### config.mk
export PLATFORM = sky130hd
export DESIGN_NAME = frame_rate_limiter_and_meter
export DESIGN_NICKNAME = d
export VERILOG_FILES = /design/src/frlm_pkg.sv /design/src/frame_rate_limiter_and_meter.sv /design/src/frlm_div.sv
export SDC_FILE = /design/constraint.sdc
export NUM_CORES = 1
export LEC_CHECK = 0
export ABC_AREA = 1
export BUFFER_PORTS_ARGS = -buffer_cell sky130_fd_sc_hd__buf_2
export CORE_ASPECT_RATIO = 1.4
export CORE_UTILIZATION = 40
export CTS_CLUSTER_SIZE = 14
export DETAILED_ROUTE_END_ITERATION = 12
export GPL_TIMING_DRIVEN = 0
export SYNTH_ARGS = -nofsm -noshare
export SYNTH_HDL_FRONTEND = slang
export SYNTH_SLANG_ARGS = --single-unit
export TNS_END_PERCENT = 10
### constraint.sdc
create_clock -name clk -period 5.3 [get_ports clk]
set_input_delay 0.795 -clock clk [delete_from_list [all_inputs] [get_ports clk]]
set_output_delay 0.795 -clock clk [all_outputs]
set_load 0.02 [all_outputs]
### src/frlm_pkg.sv
// ----------------------------------------------------------------------------
// frlm_pkg: shared constants for the frame rate limiter and meter
// Field widths, reset values and rate-meter constants used by the block and
// its divider.
// ----------------------------------------------------------------------------
package frlm_pkg;

	localparam int TIME_W          = 32;
	localparam int DELAY_W         = 16;
	localparam int FPS_W           = 22;
	localparam int PHASE_W         = 4;
	localparam int NUM_W           = 24;

	localparam int WINDOW_SIZE_DEF = 10;
	localparam int TARGET_RESET    = 16;
	localparam int ANNOUNCE_EVERY  = 10;
	localparam int FPS_SCALE       = 256000;

	localparam logic [FPS_W-1:0] FPS_MAX = {FPS_W{1'b1}};

endpackage

### src/frame_rate_limiter_and_meter.sv
// ----------------------------------------------------------------------------
// frame_rate_limiter_and_meter: frame pacing delay and averaged frame rate
// Each transaction on the input channel is one frame-end event with a
// millisecond timestamp and a track flag; each produces one result.
// ----------------------------------------------------------------------------
// Usage:
// The input channel (in_valid, in_stall, now_ms, track) takes one frame-end
// event at a time. in_stall is high from the cycle after a transaction until
// the block has produced its result. The output channel (out_valid,
// out_stall, delay_ms, fps_q8, announce) holds each result in a register
// until it is taken, so the next event can be accepted while a result waits.
// An untracked event skips the rate meter and goes from the delay step
// straight to its result. A tracked event updates the sample ring and a
// running sum, then runs a restoring divider that yields one quotient bit
// per cycle. If the output register still holds a stalled result when a
// new result is ready, the block keeps it until the output register is free.
// target_frame_ms is written over the cfg channel, which is always ready;
// write it only while the block is idle. Reset clears the frame timing, the
// rate meter and the output channel, and sets target_frame_ms to 16.
// ----------------------------------------------------------------------------
module frame_rate_limiter_and_meter #(
	parameter int WINDOW_SIZE = frlm_pkg::WINDOW_SIZE_DEF
) (
	input  logic                         clk,
	input  logic                         arst_n,
	input  logic                         in_valid,
	output logic                         in_stall,
	input  logic [frlm_pkg::TIME_W-1:0]  now_ms,
	input  logic                         track,
	output logic                         out_valid,
	input  logic                         out_stall,
	output logic [frlm_pkg::DELAY_W-1:0] delay_ms,
	output logic [frlm_pkg::FPS_W-1:0]   fps_q8,
	output logic                         announce,
	input  logic                         cfg_valid,
	output logic                         cfg_ready,
	input  logic [frlm_pkg::DELAY_W-1:0] cfg_data
);

	localparam int TIME_W  = frlm_pkg::TIME_W;
	localparam int DELAY_W = frlm_pkg::DELAY_W;
	localparam int FPS_W   = frlm_pkg::FPS_W;
	localparam int NUM_W   = frlm_pkg::NUM_W;
	localparam int PHASE_W = frlm_pkg::PHASE_W;
	localparam int SLOT_W  = (WINDOW_SIZE > 1) ? $clog2(WINDOW_SIZE) : 1;
	localparam int CNT_W   = $clog2(WINDOW_SIZE + 1);
	localparam int SUM_W   = TIME_W + ((WINDOW_SIZE > 1) ? $clog2(WINDOW_SIZE) : 0);

	typedef enum logic [6:0] {
		S_IDLE   = 7'b0000001,
		S_CALC   = 7'b0000010,
		S_SAMPLE = 7'b0000100,
		S_ACCUM  = 7'b0001000,
		S_START  = 7'b0010000,
		S_DIV    = 7'b0100000,
		S_DONE   = 7'b1000000
	} state_t;

	state_t               state_q;
	logic [DELAY_W-1:0]   target_q;
	logic [TIME_W-1:0]    frame_start_q;
	logic [TIME_W-1:0]    last_end_q;
	logic                 last_valid_q;
	logic [SLOT_W-1:0]    slot_q;
	logic [CNT_W-1:0]     filled_q;
	logic [PHASE_W-1:0]   phase_q;
	logic [SUM_W-1:0]     sum_q;
	logic                 out_valid_q;

	logic [TIME_W-1:0]    now_q;
	logic                 track_q;
	logic [TIME_W-1:0]    elapsed_q;
	logic [TIME_W-1:0]    end_q;
	logic [DELAY_W-1:0]   delay_q;
	logic [TIME_W-1:0]    sample_q;
	logic                 ann_q;
	logic [TIME_W-1:0]    rd_data_q;
	logic [TIME_W-1:0]    ring [WINDOW_SIZE];
	logic [DELAY_W-1:0]   delay_ms_q;
	logic [FPS_W-1:0]     fps_q8_q;
	logic                 announce_q;

	logic                 accept;
	logic                 full;
	logic                 out_load;
	logic [DELAY_W-1:0]   delay_c;
	logic [TIME_W-1:0]    end_c;
	logic [TIME_W-1:0]    sample_c;
	logic [PHASE_W-1:0]   phase_next;
	logic [NUM_W-1:0]     numerator;
	logic                 div_done;
	logic [NUM_W-1:0]     quotient;
	logic [FPS_W-1:0]     fps_c;

	assign accept    = in_valid && !in_stall;
	assign in_stall  = (state_q != S_IDLE);
	assign cfg_ready = 1'b1;
	assign full      = (filled_q == CNT_W'(WINDOW_SIZE));
	assign out_load  = (state_q == S_DONE) && (!out_valid_q || !out_stall);

	assign delay_c    = (elapsed_q < {{(TIME_W-DELAY_W){1'b0}}, target_q})
	                    ? DELAY_W'(target_q - elapsed_q[DELAY_W-1:0]) : '0;
	assign end_c      = now_q + {{(TIME_W-DELAY_W){1'b0}}, delay_c};
	assign sample_c   = last_valid_q ? (end_q - last_end_q) : '0;
	assign phase_next = (phase_q == PHASE_W'(frlm_pkg::ANNOUNCE_EVERY - 1))
	                    ? '0 : phase_q + 1'b1;
	assign numerator  = NUM_W'(frlm_pkg::FPS_SCALE) * NUM_W'(filled_q);

	always_comb begin
		if (!track_q || sum_q == '0) begin
			fps_c = '0;
		end else if (quotient[NUM_W-1:FPS_W] != '0) begin
			fps_c = frlm_pkg::FPS_MAX;
		end else begin
			fps_c = quotient[FPS_W-1:0];
		end
	end

	frlm_div #(
		.DIVISOR_W (SUM_W)
	) u_div (
		.clk      (clk),
		.arst_n   (arst_n),
		.start    (state_q == S_START),
		.dividend (numerator),
		.divisor  (sum_q),
		.done     (div_done),
		.quotient (quotient)
	);

	always_ff @(posedge clk or negedge arst_n) begin
		if (!arst_n) begin
			state_q       <= S_IDLE;
			target_q      <= DELAY_W'(frlm_pkg::TARGET_RESET);
			frame_start_q <= '0;
			last_end_q    <= '0;
			last_valid_q  <= 1'b0;
			slot_q        <= '0;
			filled_q      <= '0;
			phase_q       <= '0;
			sum_q         <= '0;
			out_valid_q   <= 1'b0;
		end else begin
			if (cfg_valid && cfg_ready) begin
				target_q <= cfg_data;
			end
			if (out_load) begin
				out_valid_q <= 1'b1;
			end else if (!out_stall) begin
				out_valid_q <= 1'b0;
			end
			case (state_q)
				S_IDLE: begin
					if (accept) begin
						state_q <= S_CALC;
					end
				end
				S_CALC: begin
					frame_start_q <= end_c;
					state_q       <= track_q ? S_SAMPLE : S_DONE;
				end
				S_SAMPLE: begin
					sum_q   <= full ? SUM_W'(sum_q - {{(SUM_W-TIME_W){1'b0}}, rd_data_q}) : sum_q;
					state_q <= S_ACCUM;
				end
				S_ACCUM: begin
					sum_q        <= SUM_W'(sum_q + {{(SUM_W-TIME_W){1'b0}}, sample_q});
					last_end_q   <= end_q;
					last_valid_q <= 1'b1;
					slot_q       <= (slot_q == SLOT_W'(WINDOW_SIZE - 1)) ? '0 : slot_q + 1'b1;
					filled_q     <= full ? filled_q : filled_q + 1'b1;
					phase_q      <= phase_next;
					state_q      <= S_START;
				end
				S_START: begin
					state_q <= S_DIV;
				end
				S_DIV: begin
					if (div_done) begin
						state_q <= S_DONE;
					end
				end
				S_DONE: begin
					if (out_load) begin
						state_q <= S_IDLE;
					end
				end
				default: begin
					state_q <= S_IDLE;
				end
			endcase
		end
	end

	always_ff @(posedge clk) begin
		rd_data_q <= ring[slot_q];
		if (accept) begin
			now_q     <= now_ms;
			track_q   <= track;
			elapsed_q <= now_ms - frame_start_q;
		end
		if (state_q == S_CALC) begin
			delay_q <= delay_c;
			end_q   <= end_c;
			ann_q   <= 1'b0;
		end
		if (state_q == S_SAMPLE) begin
			ring[slot_q] <= sample_c;
			sample_q     <= sample_c;
		end
		if (state_q == S_ACCUM) begin
			ann_q <= (phase_next == '0);
		end
		if (out_load) begin
			delay_ms_q <= delay_q;
			fps_q8_q   <= fps_c;
			announce_q <= ann_q;
		end
	end

	assign out_valid = out_valid_q;
	assign delay_ms  = delay_ms_q;
	assign fps_q8    = fps_q8_q;
	assign announce  = announce_q;

endmodule

### src/frlm_div.sv
// ----------------------------------------------------------------------------
// frlm_div: restoring unsigned divider
// Produces one quotient bit per cycle for a NUM_W-bit dividend and a
// DIVISOR_W-bit divisor. done pulses for one cycle.
// ----------------------------------------------------------------------------
module frlm_div #(
	parameter int DIVISOR_W = 36
) (
	input  logic                       clk,
	input  logic                       arst_n,
	input  logic                       start,
	input  logic [frlm_pkg::NUM_W-1:0] dividend,
	input  logic [DIVISOR_W-1:0]       divisor,
	output logic                       done,
	output logic [frlm_pkg::NUM_W-1:0] quotient
);

	localparam int NUM_W = frlm_pkg::NUM_W;
	localparam int CNT_W = $clog2(NUM_W + 1);

	logic                 busy_q;
	logic                 done_q;
	logic [CNT_W-1:0]     cnt_q;
	logic [DIVISOR_W-1:0] rem_q;
	logic [DIVISOR_W-1:0] divisor_q;
	logic [NUM_W-1:0]     dvd_q;
	logic [NUM_W-1:0]     quot_q;
	logic [DIVISOR_W:0]   trial;
	logic                 fits;

	assign trial = {rem_q, dvd_q[NUM_W-1]};
	assign fits  = trial >= {1'b0, divisor_q};

	always_ff @(posedge clk or negedge arst_n) begin
		if (!arst_n) begin
			busy_q <= 1'b0;
			done_q <= 1'b0;
			cnt_q  <= '0;
		end else begin
			done_q <= 1'b0;
			if (start) begin
				busy_q <= 1'b1;
				cnt_q  <= '0;
			end else if (busy_q) begin
				cnt_q <= cnt_q + 1'b1;
				if (cnt_q == CNT_W'(NUM_W - 1)) begin
					busy_q <= 1'b0;
					done_q <= 1'b1;
				end
			end
		end
	end

	always_ff @(posedge clk) begin
		if (start) begin
			rem_q     <= '0;
			divisor_q <= divisor;
			dvd_q     <= dividend;
			quot_q    <= '0;
		end else if (busy_q) begin
			dvd_q  <= {dvd_q[NUM_W-2:0], 1'b0};
			quot_q <= {quot_q[NUM_W-2:0], fits};
			if (fits) begin
				rem_q <= DIVISOR_W'(trial - {1'b0, divisor_q});
			end else begin
				rem_q <= trial[DIVISOR_W-1:0];
			end
		end
	end

	assign done     = done_q;
	assign quotient = quot_q;

endmodule

==> out/metrics.sh <==
OUTCOME='complete, but fails checks'
FAILED_CHECKS='max-capacitance violations, max-slew violations'
POWER.SWITCHING_mW=9.46
ROUTED-VIA-COUNT=32400
ROUTE.DETAILED.DRC=0
TIMING.RR.START='state_q[5]$_DFFE_PN0P_'
INITIAL_UTILIZATION_PCT=40.3
POST_SYNTH_MOST_FREQUENT_CELLS='1,025 x nand2_1, 552 x edfxtp_1, 549 x inv_1'
GLOBAL_ROUTE.OVERFLOW_TOTAL=0
INTERNAL_CELL_POWER_mW=14.3
HOLD_BUFFERS=0
CLOCK_SINK_COUNT=790
TIGHTESTPINTRANSITION_PS=1570
SYNTH_TOP_AREA_SHARE_PCT=40.2
POST_CTS_RESIZED=0
HOLD_PATH.CLASS='in -> async'
CLOCK_TREE_FROM_TRITONCTS='built'
YS_WARN_COUNT=0
ROUTED_ANTENNA_NETS=0
NUMBER_OF_SYNTHESIZED_FLOPS_WITH_AN_ENABLE_PIN=552
LAYOUT-DRIVE-GT1-SHARE_PCT=7.07
GRT_UTIL_ALL_LAYERS_PCT=23.2
SYN-MEAN-INSTANCE-AREA_SQ_UM=9.08
LAYOUT.CORE_UTILIZATION_PCT=45.4
MAXCAPVIOLATIONS=1
SYNTH_FP_NETS=4808
FP.COREAREA_SQ_UM=102000
R2R_CELLS=22
REQUIRED_PS=5850
KIND_OF_CELL_ADDING_THE_MOST_DELAY_TO_THE_CRITICAL_PATH='simple AND/OR/NAND/NOR gates'
CLK_PATH_BUF_DEPTH=3
CLK_ROOT_BUFFER_CELL='clkbuf_16'
GPL.FINAL_WEIGHTED_CONGESTION=0.951
GROWTH_OF_DESIGN_AREA_FROM_SYNTHESIS_TO_FINISH_PCT=12.8
WORSTREG2REGEND='sum_q[26]$_DFFE_PN0P_'
PRE_CTS_WS_PS=518
TIMING.CRITICAL_PATH.DEPTH=22
CRITICAL_PATH.MAX_STAGE_DELAY_PS=490
CRITICAL_PATH.STARTPOINT_TYPE='flop'
SEQ_AREA_FRAC_SYNTH_PCT=53.5
CRITICAL_PATH_CLASS='reg -> reg'
SYN_AREA_SQ_UM=41200
CRITPATHLAUNCH='state_q[5]$_DFFE_PN0P_'
R2R_SETUP_SLACK_PS=480
PATH_MAX_FANOUT=10
SYNTHESIS.INSTANCES=4543
FIN_TNS_SETUP_PS=0
SWITCHING_SHARE_PCT=39.9
ANTENNA_VIOLATIONS_BEFORE_REPAIR=3
CELL_TYPE_WITH_THE_LARGEST_TOTAL_AREA_AFTER_SYNTHESIS='edfxtp_1'
SYNTH_ASYNC_SR_FLOP_SHARE_PCT=18.2
STD_CELL_ROWS=139
IRDROPWORSTVDD_mV=0.291
DRTPASS1ITERATIONS=5
POSTCTSSETUPREPAIRBUFS=0
FINAL_MIN_PERIOD_OVER_CLOCK_PERIOD_PCT=91.0
POST-DP-HPWL_MICRONS=93300
P_LEAK_nW=19.8
HTREE_NUM_LEVELS=3
RATIO_OF_ROUTED_VIAS_TO_STANDARD_CELLS=5.27
FINAL_PERIOD_MINUS_WORST_SETUP_SLACK_PS=4820
HOLD_VIOLATIONS=0
YS.FLOP_TYPE='edfxtp_1'
IO_PINS=96
DRT_FIRST_ITER_VIOLATIONS=2306
NUMPORTBUFFERS=94
ARRIVAL_PS=5370
CELLPOWERDENSITY_nW_PER_UM2=510
FINAL_SETUP_SLACK_OF_THE_WORST_PATH_PS=477
FINISH.NET_COUNT=5009
FINAL_SETUP_VIOLATION_COUNT=0
HOLDWS_PS=130
WORST_RELATIVE_SLEW_SLACK_PCT=-4.60
SYNTH.MOST_COMMON_CELL='nand2_1'
CLOCKPOWERSHARE_PCT=24.0
POST_SYNTH_NUM_CELL_TYPES=59
GRT_FIRST_PASS_WIRELENGTH_MICRONS=184000
GRT_START_MAX_NET_PINS=78
TIMING.CLOCK.SKEW_PS=28.4
SEQUENTIALPOWERSHARE_PCT=36.8
P_COMB_SHARE_PCT=39.2
SYNTH_AREA_LEADERS='edfxtp_1 40%, nand2_1 9.3%, dfrtp_1 8.6%'
CRITPATHSLOWESTCELL='o21ai_0'
MAX_CLOCK_FREQ_MHz=207
SLEW_VIOL_FINAL=12
TOTALWIRELENGTH_MICRONS=121000
SETUP.WORST_PATH.END_CLASS='flop'
CTS-BUFFERS-INSERTED=80
FIRST_GLOBAL_VIAS=31800
CP-ENDPOINT='sum_q[26]$_DFFE_PN0P_'
PATH_CLK_SLEW_PS=60
YS_SEQ_ELEMENTS=790
NUM-FILL-CELLS=9850
CLOCK_LATENCY_PS=670
WL_PER_CELL_MICRONS=19.7
CRITICAL-PATH-TOP-CELL-BY-COUNT='nand2_1'
WORSTPATHCELLLIST='nor2_2 > nand2_1 > inv_1 > nand2_1 > inv_1 > buf_2 > buf_2 > nand2_1 > o21ai_0 > ha_1 > fa_1 > nand3_1 > nand2_1 > nand2_1 > nand2_1 > inv_1 > o21ai_0 > nand2_1 > nand4_1 > nand2_1 > nand2_1 > nand2_1'
DIE_AR_SQ_UM=104000
DIE_WIDTH_MICRONS=273
WORST-PATH-BUF-INV=5
FP.DIEH_MICRONS=382
RSZ0062_AT_GRT='no'
==> metrics by stage <==
stage / total power [mW] / cells / instance area [sq um]
final: 23.7 / 6149 / 46500
after global routing: 25.2 / 6148 / 46500
after global placement: 18.0 / 5976 / 43400
after floorplan: 15.0 / 4543 / 41200
after CTS: 23.8 / 6148 / 46500
after detailed placement: 18.1 / 6001 / 43900
==> layout by cell type (no fill, tap or decap), types with 24 or more instances in the layout <==
master     synthesis  layout
o22ai_1           24      24
o21ai_0          219     219
nand3b_1          26      26
dfxtp_1           94      94
nor2_1           394     386
nand4_1           38      38
nand2_1         1025    1025
o21bai_1          24      24
xnor2_1           39      39
clkbuf_16          0      83
a22oi_1           64      64
ha_1             198     198
buf_2             36     128
clkbuf_1          64      84
nor3_1            91      87
edfxtp_1         552     552
dfrtp_1          142     142
nand3_1          342     342
inv_1            549     549
or3_1             32      32
xor2_1            73      73
a21oi_1          231     230
a31oi_1          103     103
==> layout make-up <==
class | instances | area, sq um | share of cell area (%)
buffer | 123 | 558 | 1.20
antenna | 1 | 2.50 | 0.00538
inverter | 560 | 2100 | 4.52
clock buffer | 110 | 2250 | 4.83
sequential | 790 | 22100 | 47.4
multi-input combinational | 3070 | 16600 | 35.7
timing repair buffer | 119 | 887 | 1.91
clock inverter | 37 | 365 | 0.785
tap | 1339 | 1680 | 3.60
==> flip-flops by register name (all words and copies together), names as in the netlist, 4 cells and up <==
signal,count
u_div.divisor_q,36
u_div.quotient,24
u_div.dvd_q,13
end_q,32
elapsed_q,32
filled_q,4
rd_data_q,32
last_end_q,32
sum_q,36
phase_q,4
target_q,16
now_q,32
ring,320
delay_ms,16
fps_q8,22
state_q,7
slot_q,4
u_div.cnt_q,5
u_div.rem_q,36
sample_q,32
delay_q,16
frame_start_q,32
==> routing by layer <==
layer	vias to the layer above	part of all wire (%)	track usage, %
met5	-	0	0
met4	0	4.6	10.9
met3	254	4.2	2.44
met2	843	52	42.8
met1	15400	39	26.5
li1	15900	-	-
==> worst register-to-register path, delay by kind of cell (launching register included) <==
family	cells	cell delay (ps)
adders and majority gates	2	770
buffers and inverters	5	1300
and+or+nand+nor	13	1470
AOI/OAI and AO/OA	2	760
DFF	1	410
==> worst min path at each step <==
stage | endpoint | depth (start not counted) | slack, ps | start
2_1_floorplan | announce$_DFFE_PP_ | 0 | 400 | ann_q$_SDFFCE_PN0P_
3_3_place_gp | announce$_DFFE_PP_ | 0 | 400 | ann_q$_SDFFCE_PN0P_
3_5_place_dp | delay_ms[4]$_DFFE_PP_ | 0 | 400 | delay_q[4]$_DFFE_PN_
4_1_cts | last_end_q[24]$_DFFE_PN0P_ | 1 | 130 | arst_n
5_1_grt | last_end_q[24]$_DFFE_PN0P_ | 1 | 170 | arst_n
6_report | last_end_q[27]$_DFFE_PN0P_ | 1 | 130 | arst_n
==> power by group through the flow <==
stage	clock (mW)	sequential [mW]	combinational (mW)
after floorplan	0	8.59	6.43
after global placement	0	8.89	9.09
after detailed placement	0	8.86	9.25
after CTS	5.80	8.74	9.31
after global routing	6.02	8.82	10.4
final	5.70	8.73	9.31
==> cell families after synthesis <==
family	synth area share, %
other cells	0.00909
simple gates	21.0
fa+ha+maj	6.64
xor+xnor	2.42
buf+inv	6.44
flops	53.5
compound gates	10.0
No activity file was read; power rests on OpenSTA's default activity.
